`src/rtl/sng_pkg.sv`:
```
// ----------------------------------------------------------------------------
// Square and noise sound generator package
// Widths, register codes, reset values and shared types.
// ----------------------------------------------------------------------------
package sng_pkg;

    localparam int TICK_DIVIDE   = 8;
    localparam int PRESCALE_W    = (TICK_DIVIDE > 1) ? $clog2(TICK_DIVIDE) : 1;

    localparam int TONE_PERIOD_W = 10;
    localparam int TONE_COUNT_W  = 11;
    localparam int NOISE_COUNT_W = 12;
    localparam int NOISE_SHIFT_W = 15;
    localparam int ATTEN_W       = 4;
    localparam int NUM_TONES     = 3;

    localparam int CFG_INDEX_W   = 2;
    localparam int CFG_DATA_W    = 15;

    localparam logic [NOISE_COUNT_W-1:0] DIV_SLOW0_RESET = 12'd16;
    localparam logic [NOISE_COUNT_W-1:0] DIV_MID1_RESET  = 12'd32;
    localparam logic [NOISE_COUNT_W-1:0] DIV_FAST2_RESET = 12'd64;
    localparam logic [NOISE_SHIFT_W-1:0] SEED_RESET      = 15'd16384;
    localparam logic [ATTEN_W-1:0]       ATTEN_SILENT    = 4'd15;

    typedef enum logic [2:0] {
        SEL_TONE0_FREQ  = 3'd0,
        SEL_TONE0_ATTEN = 3'd1,
        SEL_TONE1_FREQ  = 3'd2,
        SEL_TONE1_ATTEN = 3'd3,
        SEL_TONE2_FREQ  = 3'd4,
        SEL_TONE2_ATTEN = 3'd5,
        SEL_NOISE_CTRL  = 3'd6,
        SEL_NOISE_ATTEN = 3'd7
    } t_select;

    typedef enum logic [1:0] {
        RATE_SLOW0 = 2'd0,
        RATE_MID1  = 2'd1,
        RATE_FAST2 = 2'd2,
        RATE_TONE2 = 2'd3
    } t_rate;

    typedef enum logic [CFG_INDEX_W-1:0] {
        CFG_DIV_SLOW0 = 2'd0,
        CFG_DIV_MID1  = 2'd1,
        CFG_DIV_FAST2 = 2'd2,
        CFG_SEED      = 2'd3
    } t_cfg_index;

    typedef struct packed {
        logic [NOISE_COUNT_W-1:0] div_fast2;
        logic [NOISE_COUNT_W-1:0] div_mid1;
        logic [NOISE_COUNT_W-1:0] div_slow0;
        logic [NOISE_SHIFT_W-1:0] seed;
    } t_cfg;

    // packed MSB first: tone0_bit ends up in bit 0
    typedef struct packed {
        logic [NOISE_SHIFT_W-1:0] noise_register;
        logic [ATTEN_W-1:0]       noise_atten;
        logic [ATTEN_W-1:0]       tone2_atten;
        logic [ATTEN_W-1:0]       tone1_atten;
        logic [ATTEN_W-1:0]       tone0_atten;
        logic                     noise_bit;
        logic                     tone2_bit;
        logic                     tone1_bit;
        logic                     tone0_bit;
    } t_result;

    localparam int RESULT_W = $bits(t_result);
    localparam int TDATA_W  = ((RESULT_W + 7) / 8) * 8;

    // period of zero counts as 1024
    function automatic logic [TONE_COUNT_W-1:0] full_period(
        input logic [TONE_PERIOD_W-1:0] period
    );
        logic [TONE_COUNT_W-1:0] result;
        if (period == '0) begin
            result = TONE_COUNT_W'(1024);
        end else begin
            result = {1'b0, period};
        end
        return result;
    endfunction

endpackage

```
`src/rtl/sng_core.sv`:
```
// ----------------------------------------------------------------------------
// Sound generator core
// Register file, prescaler, tone counters and noise shift register; gives
// the result of each request from the state it leaves.
// ----------------------------------------------------------------------------
module sng_core
    import sng_pkg::*;
(
    input  logic       i_clk,
    input  logic       i_rst_n,
    input  logic       i_accept,
    input  logic       i_kind,
    input  logic [7:0] i_data,
    input  t_cfg       i_cfg,
    output logic       o_updated,
    output t_result    o_result
);

    logic [TONE_PERIOD_W-1:0] r_period [NUM_TONES];
    logic [TONE_COUNT_W-1:0]  r_count  [NUM_TONES];
    logic [NUM_TONES-1:0]     r_flip;
    logic [ATTEN_W-1:0]       r_volume [NUM_TONES];
    t_rate                    r_noise_rate;
    logic                     r_noise_white;
    logic [NOISE_SHIFT_W-1:0] r_noise_shift;
    logic [NOISE_COUNT_W-1:0] r_noise_count;
    logic                     r_noise_flip;
    logic [ATTEN_W-1:0]       r_noise_volume;
    t_select                  r_latched;
    logic [PRESCALE_W-1:0]    r_prescale;

    logic [TONE_PERIOD_W-1:0] n_period [NUM_TONES];
    logic [TONE_COUNT_W-1:0]  n_count  [NUM_TONES];
    logic [NUM_TONES-1:0]     n_flip;
    logic [ATTEN_W-1:0]       n_volume [NUM_TONES];
    t_rate                    n_noise_rate;
    logic                     n_noise_white;
    logic [NOISE_SHIFT_W-1:0] n_noise_shift;
    logic [NOISE_COUNT_W-1:0] n_noise_count;
    logic                     n_noise_flip;
    logic [ATTEN_W-1:0]       n_noise_volume;
    t_select                  n_latched;
    logic [PRESCALE_W-1:0]    n_prescale;
    logic                     n_updated;

    t_select                  w_sel;
    t_rate                    w_rate;
    logic [NOISE_COUNT_W-1:0] w_noise_reload;

    assign w_sel  = t_select'(i_data[6:4]);
    assign w_rate = t_rate'(i_data[1:0]);

    always_comb begin
        case (r_noise_rate)
            RATE_SLOW0: w_noise_reload = i_cfg.div_slow0;
            RATE_MID1:  w_noise_reload = i_cfg.div_mid1;
            RATE_FAST2: w_noise_reload = i_cfg.div_fast2;
            default:    w_noise_reload = {full_period(r_period[2]), 1'b0};
        endcase
    end

    always_comb begin
        n_period       = r_period;
        n_count        = r_count;
        n_flip         = r_flip;
        n_volume       = r_volume;
        n_noise_rate   = r_noise_rate;
        n_noise_white  = r_noise_white;
        n_noise_shift  = r_noise_shift;
        n_noise_count  = r_noise_count;
        n_noise_flip   = r_noise_flip;
        n_noise_volume = r_noise_volume;
        n_latched      = r_latched;
        n_prescale     = r_prescale;
        n_updated      = 1'b0;

        if (!i_kind) begin
            if (i_data[7]) begin
                n_latched = w_sel;
                case (w_sel)
                    SEL_NOISE_CTRL: begin
                        n_noise_rate  = w_rate;
                        n_noise_white = i_data[2];
                        n_noise_shift = i_cfg.seed;
                        case (w_rate)
                            RATE_SLOW0: n_noise_count = i_cfg.div_slow0;
                            RATE_MID1:  n_noise_count = i_cfg.div_mid1;
                            RATE_FAST2: n_noise_count = i_cfg.div_fast2;
                            default:    n_noise_count = r_noise_count;
                        endcase
                    end
                    SEL_NOISE_ATTEN: begin
                        n_noise_volume = i_data[3:0];
                    end
                    default: begin
                        for (int i = 0; i < NUM_TONES; i++) begin
                            if (w_sel[2:1] == 2'(i)) begin
                                if (w_sel[0]) begin
                                    n_volume[i] = i_data[3:0];
                                end else begin
                                    n_period[i] = {r_period[i][9:4], i_data[3:0]};
                                end
                            end
                        end
                    end
                endcase
            end else begin
                for (int i = 0; i < NUM_TONES; i++) begin
                    if (!r_latched[0] && r_latched[2:1] == 2'(i)) begin
                        n_period[i] = {i_data[5:0], r_period[i][3:0]};
                    end
                end
            end
        end else if (r_prescale == PRESCALE_W'(TICK_DIVIDE - 1)) begin
            n_prescale = '0;
            n_updated  = 1'b1;
            for (int i = 0; i < NUM_TONES; i++) begin
                if (r_count[i] != '0) begin
                    n_count[i] = r_count[i] - 1'b1;
                end else begin
                    n_flip[i]  = ~r_flip[i];
                    n_count[i] = full_period(r_period[i]);
                end
            end
            if (r_noise_count != '0) begin
                n_noise_count = r_noise_count - 1'b1;
            end else begin
                if (r_noise_white) begin
                    n_noise_shift = {r_noise_shift[0] ^ r_noise_shift[1],
                                     r_noise_shift[NOISE_SHIFT_W-1:1]};
                    n_noise_flip  = r_noise_shift[1];
                end else begin
                    n_noise_shift = {r_noise_shift[0], r_noise_shift[NOISE_SHIFT_W-1:1]};
                    n_noise_flip  = r_noise_shift[0];
                end
                n_noise_count = w_noise_reload;
            end
        end else begin
            n_prescale = r_prescale + 1'b1;
        end
    end

    always_ff @(posedge i_clk) begin
        if (!i_rst_n) begin
            for (int i = 0; i < NUM_TONES; i++) begin
                r_period[i] <= '0;
                r_count[i]  <= '0;
                r_volume[i] <= ATTEN_SILENT;
            end
            r_flip         <= '0;
            r_noise_rate   <= RATE_SLOW0;
            r_noise_white  <= 1'b1;
            r_noise_shift  <= SEED_RESET;
            r_noise_count  <= DIV_SLOW0_RESET;
            r_noise_flip   <= 1'b0;
            r_noise_volume <= ATTEN_SILENT;
            r_latched      <= SEL_TONE0_FREQ;
            r_prescale     <= '0;
        end else if (i_accept) begin
            r_period       <= n_period;
            r_count        <= n_count;
            r_flip         <= n_flip;
            r_volume       <= n_volume;
            r_noise_rate   <= n_noise_rate;
            r_noise_white  <= n_noise_white;
            r_noise_shift  <= n_noise_shift;
            r_noise_count  <= n_noise_count;
            r_noise_flip   <= n_noise_flip;
            r_noise_volume <= n_noise_volume;
            r_latched      <= n_latched;
            r_prescale     <= n_prescale;
        end
    end

    assign o_updated = n_updated;

    always_comb begin
        o_result.tone0_bit      = n_flip[0];
        o_result.tone1_bit      = n_flip[1];
        o_result.tone2_bit      = n_flip[2];
        o_result.noise_bit      = n_noise_flip;
        o_result.tone0_atten    = n_volume[0];
        o_result.tone1_atten    = n_volume[1];
        o_result.tone2_atten    = n_volume[2];
        o_result.noise_atten    = n_noise_volume;
        o_result.noise_register = n_noise_shift;
    end

endmodule

```
`src/rtl/square_and_noise_sound_generator.sv`:
```
// ----------------------------------------------------------------------------
// Square and noise sound generator
// Three tone channels and one noise channel, programmed by bus byte writes
// and advanced by clock tick requests.
// ----------------------------------------------------------------------------
// One request is taken every clock cycle unless the output register is stalled,
// and its result appears there on the following cycle; the state update and the
// result are formed in a single pass through the generator core. Bus write
// requests carry s_axis_tuser = 0, tick requests s_axis_tuser = 1; every eighth
// tick runs a generator update, flagged by m_axis_tuser. Configuration writes
// are taken at any time and should be made while no request is outstanding.
module square_and_noise_sound_generator
    import sng_pkg::*;
(
    input  logic                   i_clk,
    input  logic                   i_rst_n,
    input  logic                   s_axis_tvalid,
    output logic                   s_axis_tready,
    input  logic [7:0]             s_axis_tdata,   // [7:0] data
    input  logic                   s_axis_tuser,   // [0] kind
    output logic                   m_axis_tvalid,
    input  logic                   m_axis_tready,
    // [0] tone0_bit, [1] tone1_bit, [2] tone2_bit, [3] noise_bit,
    // [7:4] tone0_atten, [11:8] tone1_atten, [15:12] tone2_atten,
    // [19:16] noise_atten, [34:20] noise_register, [39:35] zero
    output logic [TDATA_W-1:0]     m_axis_tdata,
    output logic                   m_axis_tuser,   // [0] updated
    input  logic                   i_cfg_valid,
    output logic                   o_cfg_ready,
    input  logic [CFG_INDEX_W-1:0] i_cfg_index,
    input  logic [CFG_DATA_W-1:0]  i_cfg_data
);

    t_cfg               r_cfg;
    logic               r_m_valid;
    logic               r_m_user;
    logic [TDATA_W-1:0] r_m_data;

    logic    w_accept;
    logic    w_updated;
    t_result w_result;

    assign o_cfg_ready   = 1'b1;
    assign s_axis_tready = !r_m_valid || m_axis_tready;
    assign w_accept      = s_axis_tvalid && s_axis_tready;

    always_ff @(posedge i_clk) begin
        if (!i_rst_n) begin
            r_cfg.div_slow0 <= DIV_SLOW0_RESET;
            r_cfg.div_mid1  <= DIV_MID1_RESET;
            r_cfg.div_fast2 <= DIV_FAST2_RESET;
            r_cfg.seed      <= SEED_RESET;
        end else if (i_cfg_valid) begin
            case (t_cfg_index'(i_cfg_index))
                CFG_DIV_SLOW0: r_cfg.div_slow0 <= i_cfg_data[NOISE_COUNT_W-1:0];
                CFG_DIV_MID1:  r_cfg.div_mid1  <= i_cfg_data[NOISE_COUNT_W-1:0];
                CFG_DIV_FAST2: r_cfg.div_fast2 <= i_cfg_data[NOISE_COUNT_W-1:0];
                CFG_SEED:      r_cfg.seed      <= i_cfg_data[NOISE_SHIFT_W-1:0];
                default:       r_cfg           <= r_cfg;
            endcase
        end
    end

    sng_core u_core (
        .i_clk     (i_clk),
        .i_rst_n   (i_rst_n),
        .i_accept  (w_accept),
        .i_kind    (s_axis_tuser),
        .i_data    (s_axis_tdata),
        .i_cfg     (r_cfg),
        .o_updated (w_updated),
        .o_result  (w_result)
    );

    always_ff @(posedge i_clk) begin
        if (!i_rst_n) begin
            r_m_valid <= 1'b0;
        end else if (w_accept) begin
            r_m_valid <= 1'b1;
        end else if (m_axis_tready) begin
            r_m_valid <= 1'b0;
        end
    end

    always_ff @(posedge i_clk) begin
        if (w_accept) begin
            r_m_user <= w_updated;
            r_m_data <= TDATA_W'(w_result);
        end
    end

    assign m_axis_tvalid = r_m_valid;
    assign m_axis_tuser  = r_m_user;
    assign m_axis_tdata  = r_m_data;

endmodule

```
`config.mk`:
```
export PLATFORM = sky130hd
export DESIGN_NAME = square_and_noise_sound_generator
export DESIGN_NICKNAME = d
export VERILOG_FILES = /design/src/rtl/sng_pkg.sv /design/src/rtl/sng_core.sv /design/src/rtl/square_and_noise_sound_generator.sv
export SDC_FILE = /design/constraint.sdc
export NUM_CORES = 1
export LEC_CHECK = 0
export ABC_CLOCK_PERIOD_IN_PS = 5200
export BUFFER_PORTS_ARGS = -buffer_cell sky130_fd_sc_hd__buf_2
export CAP_MARGIN = 20
export CORE_MARGIN = 1.5
export CORE_UTILIZATION = 65
export DETAILED_ROUTE_END_ITERATION = 6
export GPL_ROUTABILITY_DRIVEN = 0
export HOLD_SLACK_MARGIN = 0.05
export PLACE_DENSITY_LB_ADDON = 0.3
export SLEW_MARGIN = 20
export SYNTH_ARGS = -nofsm -noshare
export SYNTH_HDL_FRONTEND = slang
export SYNTH_SLANG_ARGS = --single-unit
```
`constraint.sdc`:
```
create_clock -name i_clk -period 5.2 [get_ports i_clk]
set_input_delay 0.52 -clock i_clk [delete_from_list [all_inputs] [get_ports i_clk]]
set_output_delay 0.52 -clock i_clk [all_outputs]
set_load 0.02 [all_outputs]
```
==> PnR_summary.wiki, run 1 <==
{| class="wikitable"
! Metric !! Value
|-
| Pin count of the biggest net entering global routing || 98
|-
| Share of synthesized area occupied by flip-flops and latches || 0.461
|-
| Total power || ~3.6 mW
|-
| Number of flip-flops and latches in the synthesized netlist || just over 200
|-
| Setup slack of the most critical reg-to-reg path || between 2 and 2.5 ns
|-
| Worst-path fanout max || 58
|-
| Max_slew headroom || 0.256
|-
| CTS Hold Buffers Added || 0
|-
| Total Negative Setup Slacks || 0 ns
|-
| VDD IR max || between 300 and 400 uV
|-
| Post-Syn Area per Cell || ~8.8 um2
|-
| Gate count of the mapped netlist || ~1.1k
|-
| Buffers on Ports || 68
|-
| Arr. time, crit path || about 3.4 ns
|-
| Max frequency || roughly 0.34 GHz
|-
| Number of enable flip-flop cells after synthesis || 36
|-
| Count of boundary I/O pins || 75
|-
| Min cycle time layout || between 2 and 3 ns
|-
| 1st-pass router iterations || 5
|-
| Height of the chip || ~130 um
|-
| Insertion delay of the later-clocked pin in the worst-skew pair || between 0.5 and 0.6 ns
|-
| Post-cts resize count || 0
|-
| CTS Root Cell || clkbuf_16
|-
| Clock edge transition at the registers on the reported setup and hold paths || 0.06 ns
|-
| Main flop type after synthesis || dfxtp_1
|-
| Number of vias in the routed layout || 8472
|-
| MaxCap Viol Count || 0
|-
| Fraction of final layout cells with drive strength greater than 1 || 0.151
|-
| Num rows || 44
|-
| Gr usage total || 0.312
|-
| Finish-stage setup viols || 0
|-
| Setup repair after global routing missed its margin || no
|-
| Yosys warning count || 0
|-
| Synth-to-Final Area Change || 10.9%
|-
| Count of pins over their slew limit || 0
|-
| Netlist Area Pre-Place || about 0.01 mm2
|-
| Antenna violations before repair || 0
|-
| Vias in the first global route || 8103
|-
| Crit-path cells || nor2b_1, inv_1, nand2_1, inv_2, buf_4, nand2_1, or3_1, a21oi_1
|-
| Post-Layout Cell Count || between 1k and 1.5k
|-
| Starting density of the core || 0.669
|-
| Maximum level of the CTS H-tree || 1
|-
| Critical path's largest stage delay || around 0.64 ns
|-
| Static leakage || roughly 4.2 nW
|-
| First-pass GRT wire length || around 40 mm
|-
| Placed wire-length estimate after detailed placement || between 15 and 20 mm
|-
| Critical path startpoint category || flop
|-
| DR vias/cell || 6.36
|-
| Remaining routing DRC violations || 0
|-
| Horizontal die dimension || approximately 130 um
|-
| Total clock buffers created by CTS || 22
|-
| Maximum buffer depth of the clock tree || 3
|-
| Clock tree from TritonCTS || built
|-
| Required time worst endpoint || roughly 5.6 ns
|-
| Setup CP Type || flop to flop
|-
| Detailed router's first-iteration violation count || roughly 830
|-
| PD cells || ~330 mW/mm2
|-
| Result of the run || finished clean
|-
| Post CTS Setup Buffer Count || 0
|-
| Path category of the worst min-delay check || input pin to flop
|-
| Post-layout nets || 1174
|-
| Library cell appearing most often on the critical path || nand2_1
|-
| Library cell contributing the largest single delay on the critical path || buf_4
|-
| Share of the clock period used by the worst path after layout || 0.571
|-
| Gr ovfl total || 0
|-
| Final Hold Violating Endpoints || 0
|-
| Slew of the pin with the lowest slew margin || 1.12 ns
|-
| Fraction of synthesis flops using an asynchronous set or reset pin || 0
|-
| Number of placed cells counting well taps || 1293
|-
| Sink Count || roughly 210
|-
| Fin Clk Skew || approximately 0.027 ns
|-
| Placeable core area || approximately 0.015 mm2
|-
| Critical path endpoint category || flop
|-
| Synth cell types || 60
|-
| Antenna diode count || 0
|-
| Aggregate routed wire length || ~25 mm
|-
| Antenna viol nets, final || 0
|-
| Overall die area || approximately 0.016 mm2
|-
| WL/cell || 18.4 um
|}
## kinds of logic (layout without fill, tap and decap cells)
family / after synthesis / after routing / synth area share
and+or+nand+nor: 449 / 449 / 0.211
AOI/OAI and AO/OA: 262 / 262 / 0.174
DFF: 207 / 207 / 0.461
buffers and inverters: 103 / 137 / 0.0463
muxes: 68 / 68 / 0.0850
adders and majority gates: 10 / 10 / 0.0128
xor gates and xnor gates: 10 / 10 / 0.00897
other: 2 / 6 / 0.000769
## cells in the final DEF (no fill, tap or decap), types with 5 or more instances in the layout
master     count
a211o_1        5
a211oi_1       7
a21oi_1       96
a22oi_1       15
a31oi_1       15
a41oi_2       10
buf_2         68
buf_4          8
clkbuf_16     22
clkinv_2       6
conb_1         6
dfxtp_1      171
edfxtp_1      36
ha_1          10
inv_1         19
mux2_2        19
mux2i_1       39
mux4_2        10
nand2_1      221
nand3_1       50
nor2_1        80
nor2b_1       10
nor3_1        18
nor4_1        13
o211ai_1      21
o21a_1         6
o21ai_0       55
o31ai_1        6
or2_2          5
or3_1         10
or4_1         10
xnor2_1        6
## synth_stat cells, types with 7 or more instances
master | number | area (um2)
a211oi_1 | 7 | 52.6
a21oi_1 | 96 | 480
a22oi_1 | 15 | 113
a31oi_1 | 15 | 93.8
a41oi_2 | 10 | 163
buf_1 | 7 | 26.3
clkbuf_1 | 63 | 236
dfxtp_1 | 171 | 3420
edfxtp_1 | 36 | 1080
ha_1 | 10 | 125
inv_1 | 19 | 71.3
mux2_2 | 19 | 214
mux2i_1 | 39 | 390
mux4_2 | 10 | 225
nand2_1 | 221 | 830
nand3_1 | 50 | 250
nor2_1 | 80 | 300
nor2b_1 | 10 | 62.6
nor3_1 | 19 | 95.1
nor4_1 | 13 | 81.3
o211ai_1 | 21 | 158
o21ai_0 | 55 | 275
or3_1 | 10 | 62.6
or4_1 | 10 | 75.1
## stage by stage
| stage | worst slack, ns | cell area [um2] | utilization | hold WS, ns |
|---|---|---|---|---|
| 2_1_floorplan | 2.22 | 9780 | - | 0.437 |
| 3_3_place_gp | 2.27 | 10000 | 0.689 | 0.445 |
| 3_5_place_dp | 2.16 | 10000 | 0.689 | 0.454 |
| 4_1_cts | 2.27 | 10800 | 0.742 | 0.234 |
| 5_1_grt | 1.98 | 10800 | 0.742 | 0.242 |
| 6_report | 2.23 | 10800 | 0.742 | 0.237 |
## per-layer routing
metal / up-vias / routed length, um / global-route usage
met5: - / 0 / 0
li1: 4013 / - / -
met3: 56 / 1660 / 0.0569
met2: 351 / 11400 / 0.489
met4: 0 / 627 / 0.108
met1: 4052 / 10800 / 0.437
## path summary, 6_finish.rpt
check	startpoint	end	cells past startpoint
max	m_axis_tvalid$_SDFFE_PN0P_	u_core.r_prescale[0]$_SDFFE_PN0P_	8
min	i_cfg_data[12]	r_cfg[12]$_SDFFE_PN0P_	3
max reg2reg	m_axis_tvalid$_SDFFE_PN0P_	u_core.r_prescale[0]$_SDFFE_PN0P_	8
min reg2reg	r_cfg[12]$_SDFFE_PN0P_	r_cfg[12]$_SDFFE_PN0P_	2
## registers in the layout, indices dropped and copies added (netlist names), 4 cells and up
register,cells
m_axis_tdata,35
r_cfg,51
u_core.r_count,33
u_core.r_noise_count,12
u_core.r_noise_shift,15
u_core.r_noise_volume,4
u_core.r_period,30
u_core.r_volume,12
## report_power, final
part           leakage [nW]  internal (mW)  switching [mW]
registers              1.70           1.67          0.0286
clock network         0.383          0.996           0.668
logic                  2.13         0.0755           0.164
total                  4.21           2.74           0.861
## worst max-delay path, delay by kind of cell, from the launching register on
family                 cells  cell delay, ns
AO/OA/AOI/OAI              1            0.16
buffers and inverters      3            1.35
flip-flops                 1            0.31
AND/OR/NAND/NOR            4            1.06
## cell type report
cell class / instances / area, um2
clock inverter: 11 / 164
inverter: 21 / 80.1
sequential: 207 / 4500
timing repair buffer: 76 / 400
clock buffer: 29 / 617
fill: 1023 / 3760
multi-input combinational: 805 / 4830
tap: 184 / 230
(Power assumes the default switching activity.)
==> run 2, diff against run 1 <==
Settings changed: ABC_CLOCK_PERIOD_IN_PS 5200 to 2500, CORE_UTILIZATION 65 to 54.
Clock period 5.2 ns to 2.5 ns, I/O delays scaled along.
==> run 2 against run 1 <==
Combinational power is 130% higher. Critical path depth stayed put. Total power is 100% higher. Flip-flop and latch count stayed put. Global-route usage is 4.5 points lower. Sequential power is 110% higher. Clock-buffer cell count is 3 higher. Register-to-register slack worse by 2.1 ns. Clock power is 95% higher. Setup slack worse by 2.1 ns. Maximum frequency is 27% higher. Die area is 20% higher. Largest cell class unchanged. Highest routed layer unchanged.
==> PnR_summary.wiki, run 2 (same netlist as run 1, synthesis figures left out) <==
{| class="wikitable"
! Metric !! Value
|-
| Synth-to-Final Area Change || 15.5%
|-
| Setup repair after global routing missed its margin || no
|-
| Worst-path fanout max || 18
|-
| Maximum level of the CTS H-tree || 1
|-
| Utilization of the core after routing || 0.645
|-
| Placeable core area || approximately 0.017 mm2
|-
| Static leakage || 4.43 nW
|-
| Max frequency || 0.428 GHz
|-
| Sink Count || 207
|-
| Height of the chip || 137 um
|-
| Starting density of the core || 0.559
|-
| Crit-path cells || ha_1, ha_1, nand2_4, nor3_2, buf_4, nand3_1, o41ai_1, a21oi_1
|-
| Post-layout nets || roughly 1.2k
|-
| Finish-stage setup viols || 0
|-
| Library cell appearing most often on the critical path || ha_1
|-
| Pin count of the biggest net entering global routing || 60
|-
| Vias in the first global route || between 8k and 9k
|-
| Fraction of final layout cells with drive strength greater than 1 || 0.173
|-
| Startpoint of the most critical register-to-register path || u_core.r_prescale[0]$_SDFFE_PN0P_
|-
| Hold_sp || i_cfg_data[1]
|-
| Largest register FFs || between 50 and 60
|-
| Gr usage total || 0.267
|-
| Gr ovfl total || 0
|-
| Arr. time, crit path || about 2.7 ns
|-
| Detailed router's first-iteration violation count || between 800 and 900
|-
| MaxCap Viol Count || 0
|-
| Final Hold Violating Endpoints || 0
|-
| Overall die area || roughly 0.019 mm2
|-
| CTS Root Cell || clkbuf_16
|-
| Critical path startpoint category || flop
|-
| Source of the critical timing path || u_core.r_prescale[0]$_SDFFE_PN0P_
|-
| Critical path endpoint category || flop
|-
| Antenna diode count || 0
|-
| Setup CP Type || flop to flop
|-
| Buffers on Ports || just under 70
|-
| Post-Place Setup Slack || between 0.03 and 0.04 ns
|-
| Antenna viol nets, final || 0
|-
| PD cells || about 650 mW/mm2
|-
| Slew of the pin with the lowest slew margin || 0.785 ns
|-
| Fin Clk Skew || between 0.01 and 0.015 ns
|-
| Number of vias in the routed layout || around 8.6k
|-
| Insertion delay of the later-clocked pin in the worst-skew pair || roughly 0.50 ns
|-
| Aggregate routed wire length || around 25 mm
|-
| Worst hold slack after final layout || about 0.057 ns
|-
| Library cell contributing the largest single delay on the critical path || nor3_2
|-
| Share of the clock period used by the worst path after layout || 0.935
|-
| Remaining routing DRC violations || 0
|-
| First-pass GRT wire length || a little over 40 mm
|-
| Horizontal die dimension || 137 um
|-
| 1st-pass router iterations || 5
|-
| Register with the highest flop count || r_cfg
|-
| Final critical-path setup slack || approximately 0.16 ns
|-
| DR vias/cell || slightly above 6
|-
| Critical path's largest stage delay || approximately 0.38 ns
|-
| Required time worst endpoint || between 2 and 3 ns
|-
| Maximum buffer depth of the clock tree || 3
|-
| Terminus of the critical flop-to-flop path || u_core.r_count[21]$_SDFFE_PN0P_
|-
| Min cycle time layout || ~2.3 ns
|-
| Most used cells in the layout excluding fill and tap cells || nand2_1 (221), dfxtp_1 (170), a21oi_1 (95)
|-
| Most frequent standard cell in the layout excluding fill and tap cells || nand2_1
|-
| Setup slack of the most critical reg-to-reg path || between 0.15 and 0.2 ns
|-
| Total Negative Setup Slacks || 0 ns
|-
| Clock tree from TritonCTS || built
|-
| Antenna violations before repair || 0
|-
| Crit path capture || u_core.r_count[21]$_SDFFE_PN0P_
|-
| Placed wire-length estimate after detailed placement || between 15 and 20 mm
|-
| WL/cell || between 15 and 20 um
|-
| Max_slew headroom || 0.476
|-
| Worst Reg-to-Reg Cells || 8
|-
| Count of boundary I/O pins || between 70 and 80
|-
| Count of pins over their slew limit || 0
|-
| Path category of the worst min-delay check || input pin to flop
|-
| VDD IR max || ~580 uV
|-
| Total clock buffers created by CTS || 22
|-
| Clock edge transition at the registers on the reported setup and hold paths || around 0.060 ns
|-
| Result of the run || finished clean
|-
| Num rows || 48
|}
==> run 2: changes by cell type in the layout (fill, tap and decap cells not counted), moves of 2 or more <==
| cell | before | now |
|---|---|---|
| buf_12 | 0 | 5 |
| buf_4 | 8 | 33 |
| buf_6 | 0 | 2 |
| bufinv_16 | 3 | 1 |
| clkbuf_1 | 3 | 6 |
| clkbuf_16 | 22 | 24 |
| clkbuf_8 | 4 | 2 |
| dlygate4sd3_1 | 0 | 13 |
| inv_1 | 19 | 17 |
==> run 2: worst max-delay path, delay by kind of cell (launching register included) <==
kind / cells / cell delay, ns
compound gates: 2 / 0.39
fa+ha+maj: 2 / 0.40
buf+inv: 1 / 0.30
flops: 1 / 0.35
simple gates: 3 / 0.72
==> run 2: timing repair <==
action	CTS	global route
gates resized for setup	0	9
endpoints found under the setup margin	0	30
hold endpoints to repair	40	0
setup buffers	0	3
hold buffers	13	0
==> run 2: worst min path at each step <==
stage,to,slack [ns],depth (start not counted)
after global placement,r_cfg[10]$_SDFFE_PN0P_,0.44,2
after CTS,r_cfg[1]$_SDFFE_PN0P_,0.05,3
after floorplan,r_cfg[32]$_SDFFE_PN1P_,0.37,2
after global routing,r_cfg[40]$_SDFFE_PN0P_,0.07,3
final,r_cfg[1]$_SDFFE_PN0P_,0.06,3
after detailed placement,r_cfg[12]$_SDFFE_PN0P_,0.45,2
==> run 2: stage by stage <==
stage	power, mW	cells	area (um2)
after global routing	7.55	1420	11300
after floorplan	3.95	1115	9780
final	7.32	1420	11300
after global placement	4.12	1362	10400
after CTS	7.33	1415	11200
after detailed placement	4.13	1362	10400
==> run 2: layout make-up <==
class,instances,area [um2]
Inverter,21,81.3
Clock buffer,32,651
Tap cell,225,282
Timing Repair Buffer,121,841
Fill cell,1385,6200
Sequential cell,207,4510
Clock inverter,8,66.3
Multi-Input combinational cell,806,4850
==> run 2: report_power, final <==
| part | leakage [nW] | internal, mW | switching (mW) |
|---|---|---|---|
| combinational | 2.37 | 0.195 | 0.357 |
| clock | 0.353 | 1.91 | 1.32 |
| sequential | 1.70 | 3.48 | 0.0580 |
==> run 2: metal layers <==
layer  up-vias  track usage  part of all wire  wire [um]
li1       4117            -                 -          -
met1      4123        0.362              0.45      11400
met2       295        0.436              0.45      11500
met3        56       0.0445             0.069       1750
met4         0       0.0860             0.027        674
met5         -            0                 0          0
==> run 3, diff against run 2 <==
Settings changed: CAP_MARGIN 20 to 40, SYNTH_HIERARCHICAL set to 1.
==> run 3 against run 2 <==
Utilization down 1.2 points. Via count is 5.1% lower. Clock-buffer cell count did not move. Die area fell by 0.45%. Area after synthesis down 0.46%. First-iteration DRC count is 6.9% lower. Combinational power is 12% lower. Clock power up 2%. Largest cell class unchanged. Largest power group unchanged.
==> PnR_summary.wiki, run 3 <==
{| class="wikitable"
! Metric !! Value
|-
| Maximum buffer depth of the clock tree || 3
|-
| Placeable core area || ~0.017 mm2
|-
| Power Internal || 5.63 mW
|-
| Count of pins over their slew limit || 0
|-
| Path category of the worst min-delay check || input pin to flop
|-
| Slew of the pin with the lowest slew margin || ~0.74 ns
|-
| Finish-stage setup viols || 0
|-
| Gr usage total || 0.258
|-
| Fraction of final layout cells with drive strength greater than 1 || 0.157
|-
| Number of flip-flops and latches in the synthesized netlist || 207
|-
| Top area cells in the synthesized netlist || dfxtp_1 (35%), edfxtp_1 (11%), mux2i_1 (9.2%), nand2_1 (6.5%), nor2_1 (3.8%)
|-
| Vias in the first global route || 7608
|-
| Pin count of the biggest net entering global routing || 58
|-
| Clock edge transition at the registers on the reported setup and hold paths || approximately 0.060 ns
|-
| Netlist Area Pre-Place || a little under 0.01 mm2
|-
| Arr. time, crit path || approximately 2.8 ns
|-
| Share of synthesized area occupied by flip-flops and latches || 0.463
|-
| Critical path's largest stage delay || roughly 0.56 ns
|-
| Psw || 1.66 mW
|-
| Required time worst endpoint || a little under 3 ns
|-
| Number of instances on the worst hold path || 3
|-
| Post-Layout Inst Area || approximately 0.011 mm2
|-
| Most frequent standard cell in the layout excluding fill and tap cells || dfxtp_1
|-
| Setup CP Type || flop to flop
|-
| Sink Count || just over 200
|-
| Total clock buffers created by CTS || 22
|-
| Worst Reg-to-Reg Cells || 8
|-
| Gr ovfl total || 0
|-
| Cell count along the critical path || 8
|-
| Setup slack of the most critical reg-to-reg path || around 0.12 ns
|-
| Clock network power share || 0.453
|-
| Buffers on Ports || 68
|-
| Library cell contributing the largest single delay on the critical path || or4b_1
|-
| Height of the chip || ~140 um
|-
| Min cycle time layout || 2.38 ns
|-
| Synth-to-Final Area Change || 13.5%
|-
| Post-Syn Area per Cell || around 9 um2
|-
| Max frequency || about 0.42 GHz
|-
| Area leader, netlist || dfxtp_1
|-
| Portion of total power attributed to sequential cells || 0.481
|-
| Fraction of synthesis flops using an asynchronous set or reset pin || 0
|-
| Placed wire-length estimate after detailed placement || between 15 and 20 mm
|-
| Maximum level of the CTS H-tree || 1
|-
| Number of vias in the routed layout || 8156
|-
| MaxCap Viol Count || 0
|-
| WL/cell || between 15 and 20 um
|-
| Crit-path cells || inv_1, ha_1, or4b_1, or3_1, buf_4, o21ai_1, a21oi_1, o221a_2
|-
| Top cell type's share of synthesized area || 0.352
|-
| Count of boundary I/O pins || 75
|-
| Post-Place Setup Slack || around 0.14 ns
|-
| Antenna diode count || 0
|-
| Count of fill cells added during filler insertion || between 1k and 1.5k
|-
| VDD IR max || approximately 640 uV
|-
| Share of the clock period used by the worst path after layout || 0.952
|-
| DR vias/cell || between 6 and 7
|-
| Relative contribution of combinational cells to total power || 0.067
|-
| Largest register FFs || slightly above 50
|-
| Largest delay contributor family on the critical path || simple AND/OR/NAND/NOR gates
|-
| Ranking of synthesized cells by instance count || dfxtp_1 (171), nand2_1 (169), nor2_1 (99)
|-
| Horizontal die dimension || ~140 um
|-
| Remaining routing DRC violations || 0
|-
| Fin Clk Skew || approximately 0.013 ns
|-
| Worst hold slack after final layout || between 0.07 and 0.08 ns
|-
| Total Negative Setup Slacks || 0 ns
|-
| Yosys warning count || 6
|-
| Antenna viol nets, final || 0
|-
| Aggregate routed wire length || around 24 mm
|-
| PD cells || approximately 660 mW/mm2
|-
| Most used cells in the layout excluding fill and tap cells || dfxtp_1 (171), nand2_1 (169), nor2_1 (99)
|-
| Number of enable flip-flop cells after synthesis || 36
|-
| Gate count of the mapped netlist || between 1k and 1.5k
|-
| Clock tree from TritonCTS || built
|-
| Most instantiated library cell after synthesis || dfxtp_1
|-
| WP buf/inv || 2
|-
| Max_slew headroom || 0.505
|-
| Worst-path fanout max || 15
|-
| Num rows || 48
|-
| Overall die area || 0.0188 mm2
|-
| Starting density of the core || 0.558
|-
| Final Hold Violating Endpoints || 0
|-
| Detailed router's first-iteration violation count || 756
|-
| Final critical-path setup slack || 0.121 ns
|-
| CTS Root Cell || clkbuf_16
|-
| Static leakage || between 4 and 5 nW
|-
| 1st-pass router iterations || 5
|-
| Insertion delay of the later-clocked pin in the worst-skew pair || roughly 0.50 ns
|-
| Critical path endpoint category || flop
|-
| Register with the highest flop count || r_cfg
|-
| Placed instance area || 0.0103 mm2
|-
| Critical path startpoint category || flop
|-
| Post-cts resize count || 0
|-
| First-pass GRT wire length || roughly 38 mm
|-
| Antenna violations before repair || 0
|-
| Switch share || 0.227
|-
| Main flop type after synthesis || dfxtp_1
|-
| Utilization of the core after routing || 0.634
|-
| Post-layout nets || around 1.2k
|-
| Setup repair after global routing missed its margin || no
|-
| Result of the run || finished clean
|-
| Synth cell types || between 60 and 70
|-
| Post CTS Setup Buffer Count || 0
|}
==> run 3: cell count changes after synthesis, moves of 7 or more <==
cell,before,now
mux2i_1,39,89
a41oi_2,10,0
o21ai_0,55,42
o22ai_1,4,15
a22oi_1,15,30
a21oi_1,96,41
or3_1,10,17
nand2_1,221,169
nor2_1,80,99
nand3_1,50,27
==> run 3: cell families after synthesis <==
family	after synthesis	synth area share
compound gates	201	0.133
simple gates	414	0.200
flops	207	0.463
fa+ha+maj	10	0.0129
other cells	2	0.000773
buf+inv	100	0.0442
mux	121	0.141
xor+xnor	6	0.00541
==> run 3: metrics by stage <==
stage	total power, mW	cells
global placement	4.04	1310
CTS	7.33	1353
floorplan	3.89	1065
detailed placement	4.05	1310
global route	7.52	1353
finish	7.29	1353
==> run 3: power by group through the flow <==
| stage | clock network [mW] | registers (mW) | logic (mW) |
|---|---|---|---|
| 3_5_place_dp | 0 | 3.58 | 0.472 |
| 3_3_place_gp | 0 | 3.57 | 0.465 |
| 4_1_cts | 3.35 | 3.50 | 0.480 |
| 5_1_grt | 3.49 | 3.51 | 0.524 |
| 6_report | 3.30 | 3.50 | 0.487 |
| 2_1_floorplan | 0 | 3.59 | 0.298 |
==> run 3: what timing repair did <==
action / 4_1_cts / 5_1_grt
hold endpoints to repair: 3 / 0
hold buffers: 3 / 0
endpoints found under the setup margin: 0 / 0
==> run 3: cell type report <==
| cell class | count | area [um2] | share of cell area |
|---|---|---|---|
| Sequential cell | 207 | 4500 | 0.408 |
| Tap cell | 225 | 282 | 0.0255 |
| Multi-Input combinational cell | 758 | 4810 | 0.436 |
| Clock buffer | 32 | 649 | 0.0589 |
| Timing Repair Buffer | 103 | 626 | 0.0567 |
| Clock inverter | 8 | 91.3 | 0.00828 |
| Inverter | 20 | 75.1 | 0.00680 |
==> run 3: final timing paths <==
kind	startpoint	endpoint
max	u_core/r_noise_count[0]$_SDFFE_PN0P_	u_core/r_noise_count[8]$_SDFFE_PN0P_
min	i_cfg_data[5]	r_cfg[32]$_SDFFE_PN1P_
max reg2reg	u_core/r_noise_count[0]$_SDFFE_PN0P_	u_core/r_noise_count[8]$_SDFFE_PN0P_
min reg2reg	u_core/r_count[23]$_SDFFE_PN0P_	u_core/r_count[23]$_SDFFE_PN0P_
==> run 3: layer usage <==
layer	vias up	GRT usage	routed length [um]
li1	3939	-	-
met5	-	0	0
met3	47	0.0304	1360
met2	279	0.430	11500
met4	0	0.0930	636
met1	3891	0.344	10600
==> run 3: worst register-to-register path: cells and delay by family, from the launching register on <==
kind,cells,cell delay (ns)
flip-flops,1,0.33
buffers and inverters,2,0.32
AND/OR/NAND/NOR,2,1.02
AO/OA/AOI/OAI,3,0.47
adder cells (fa/ha/maj),1,0.15
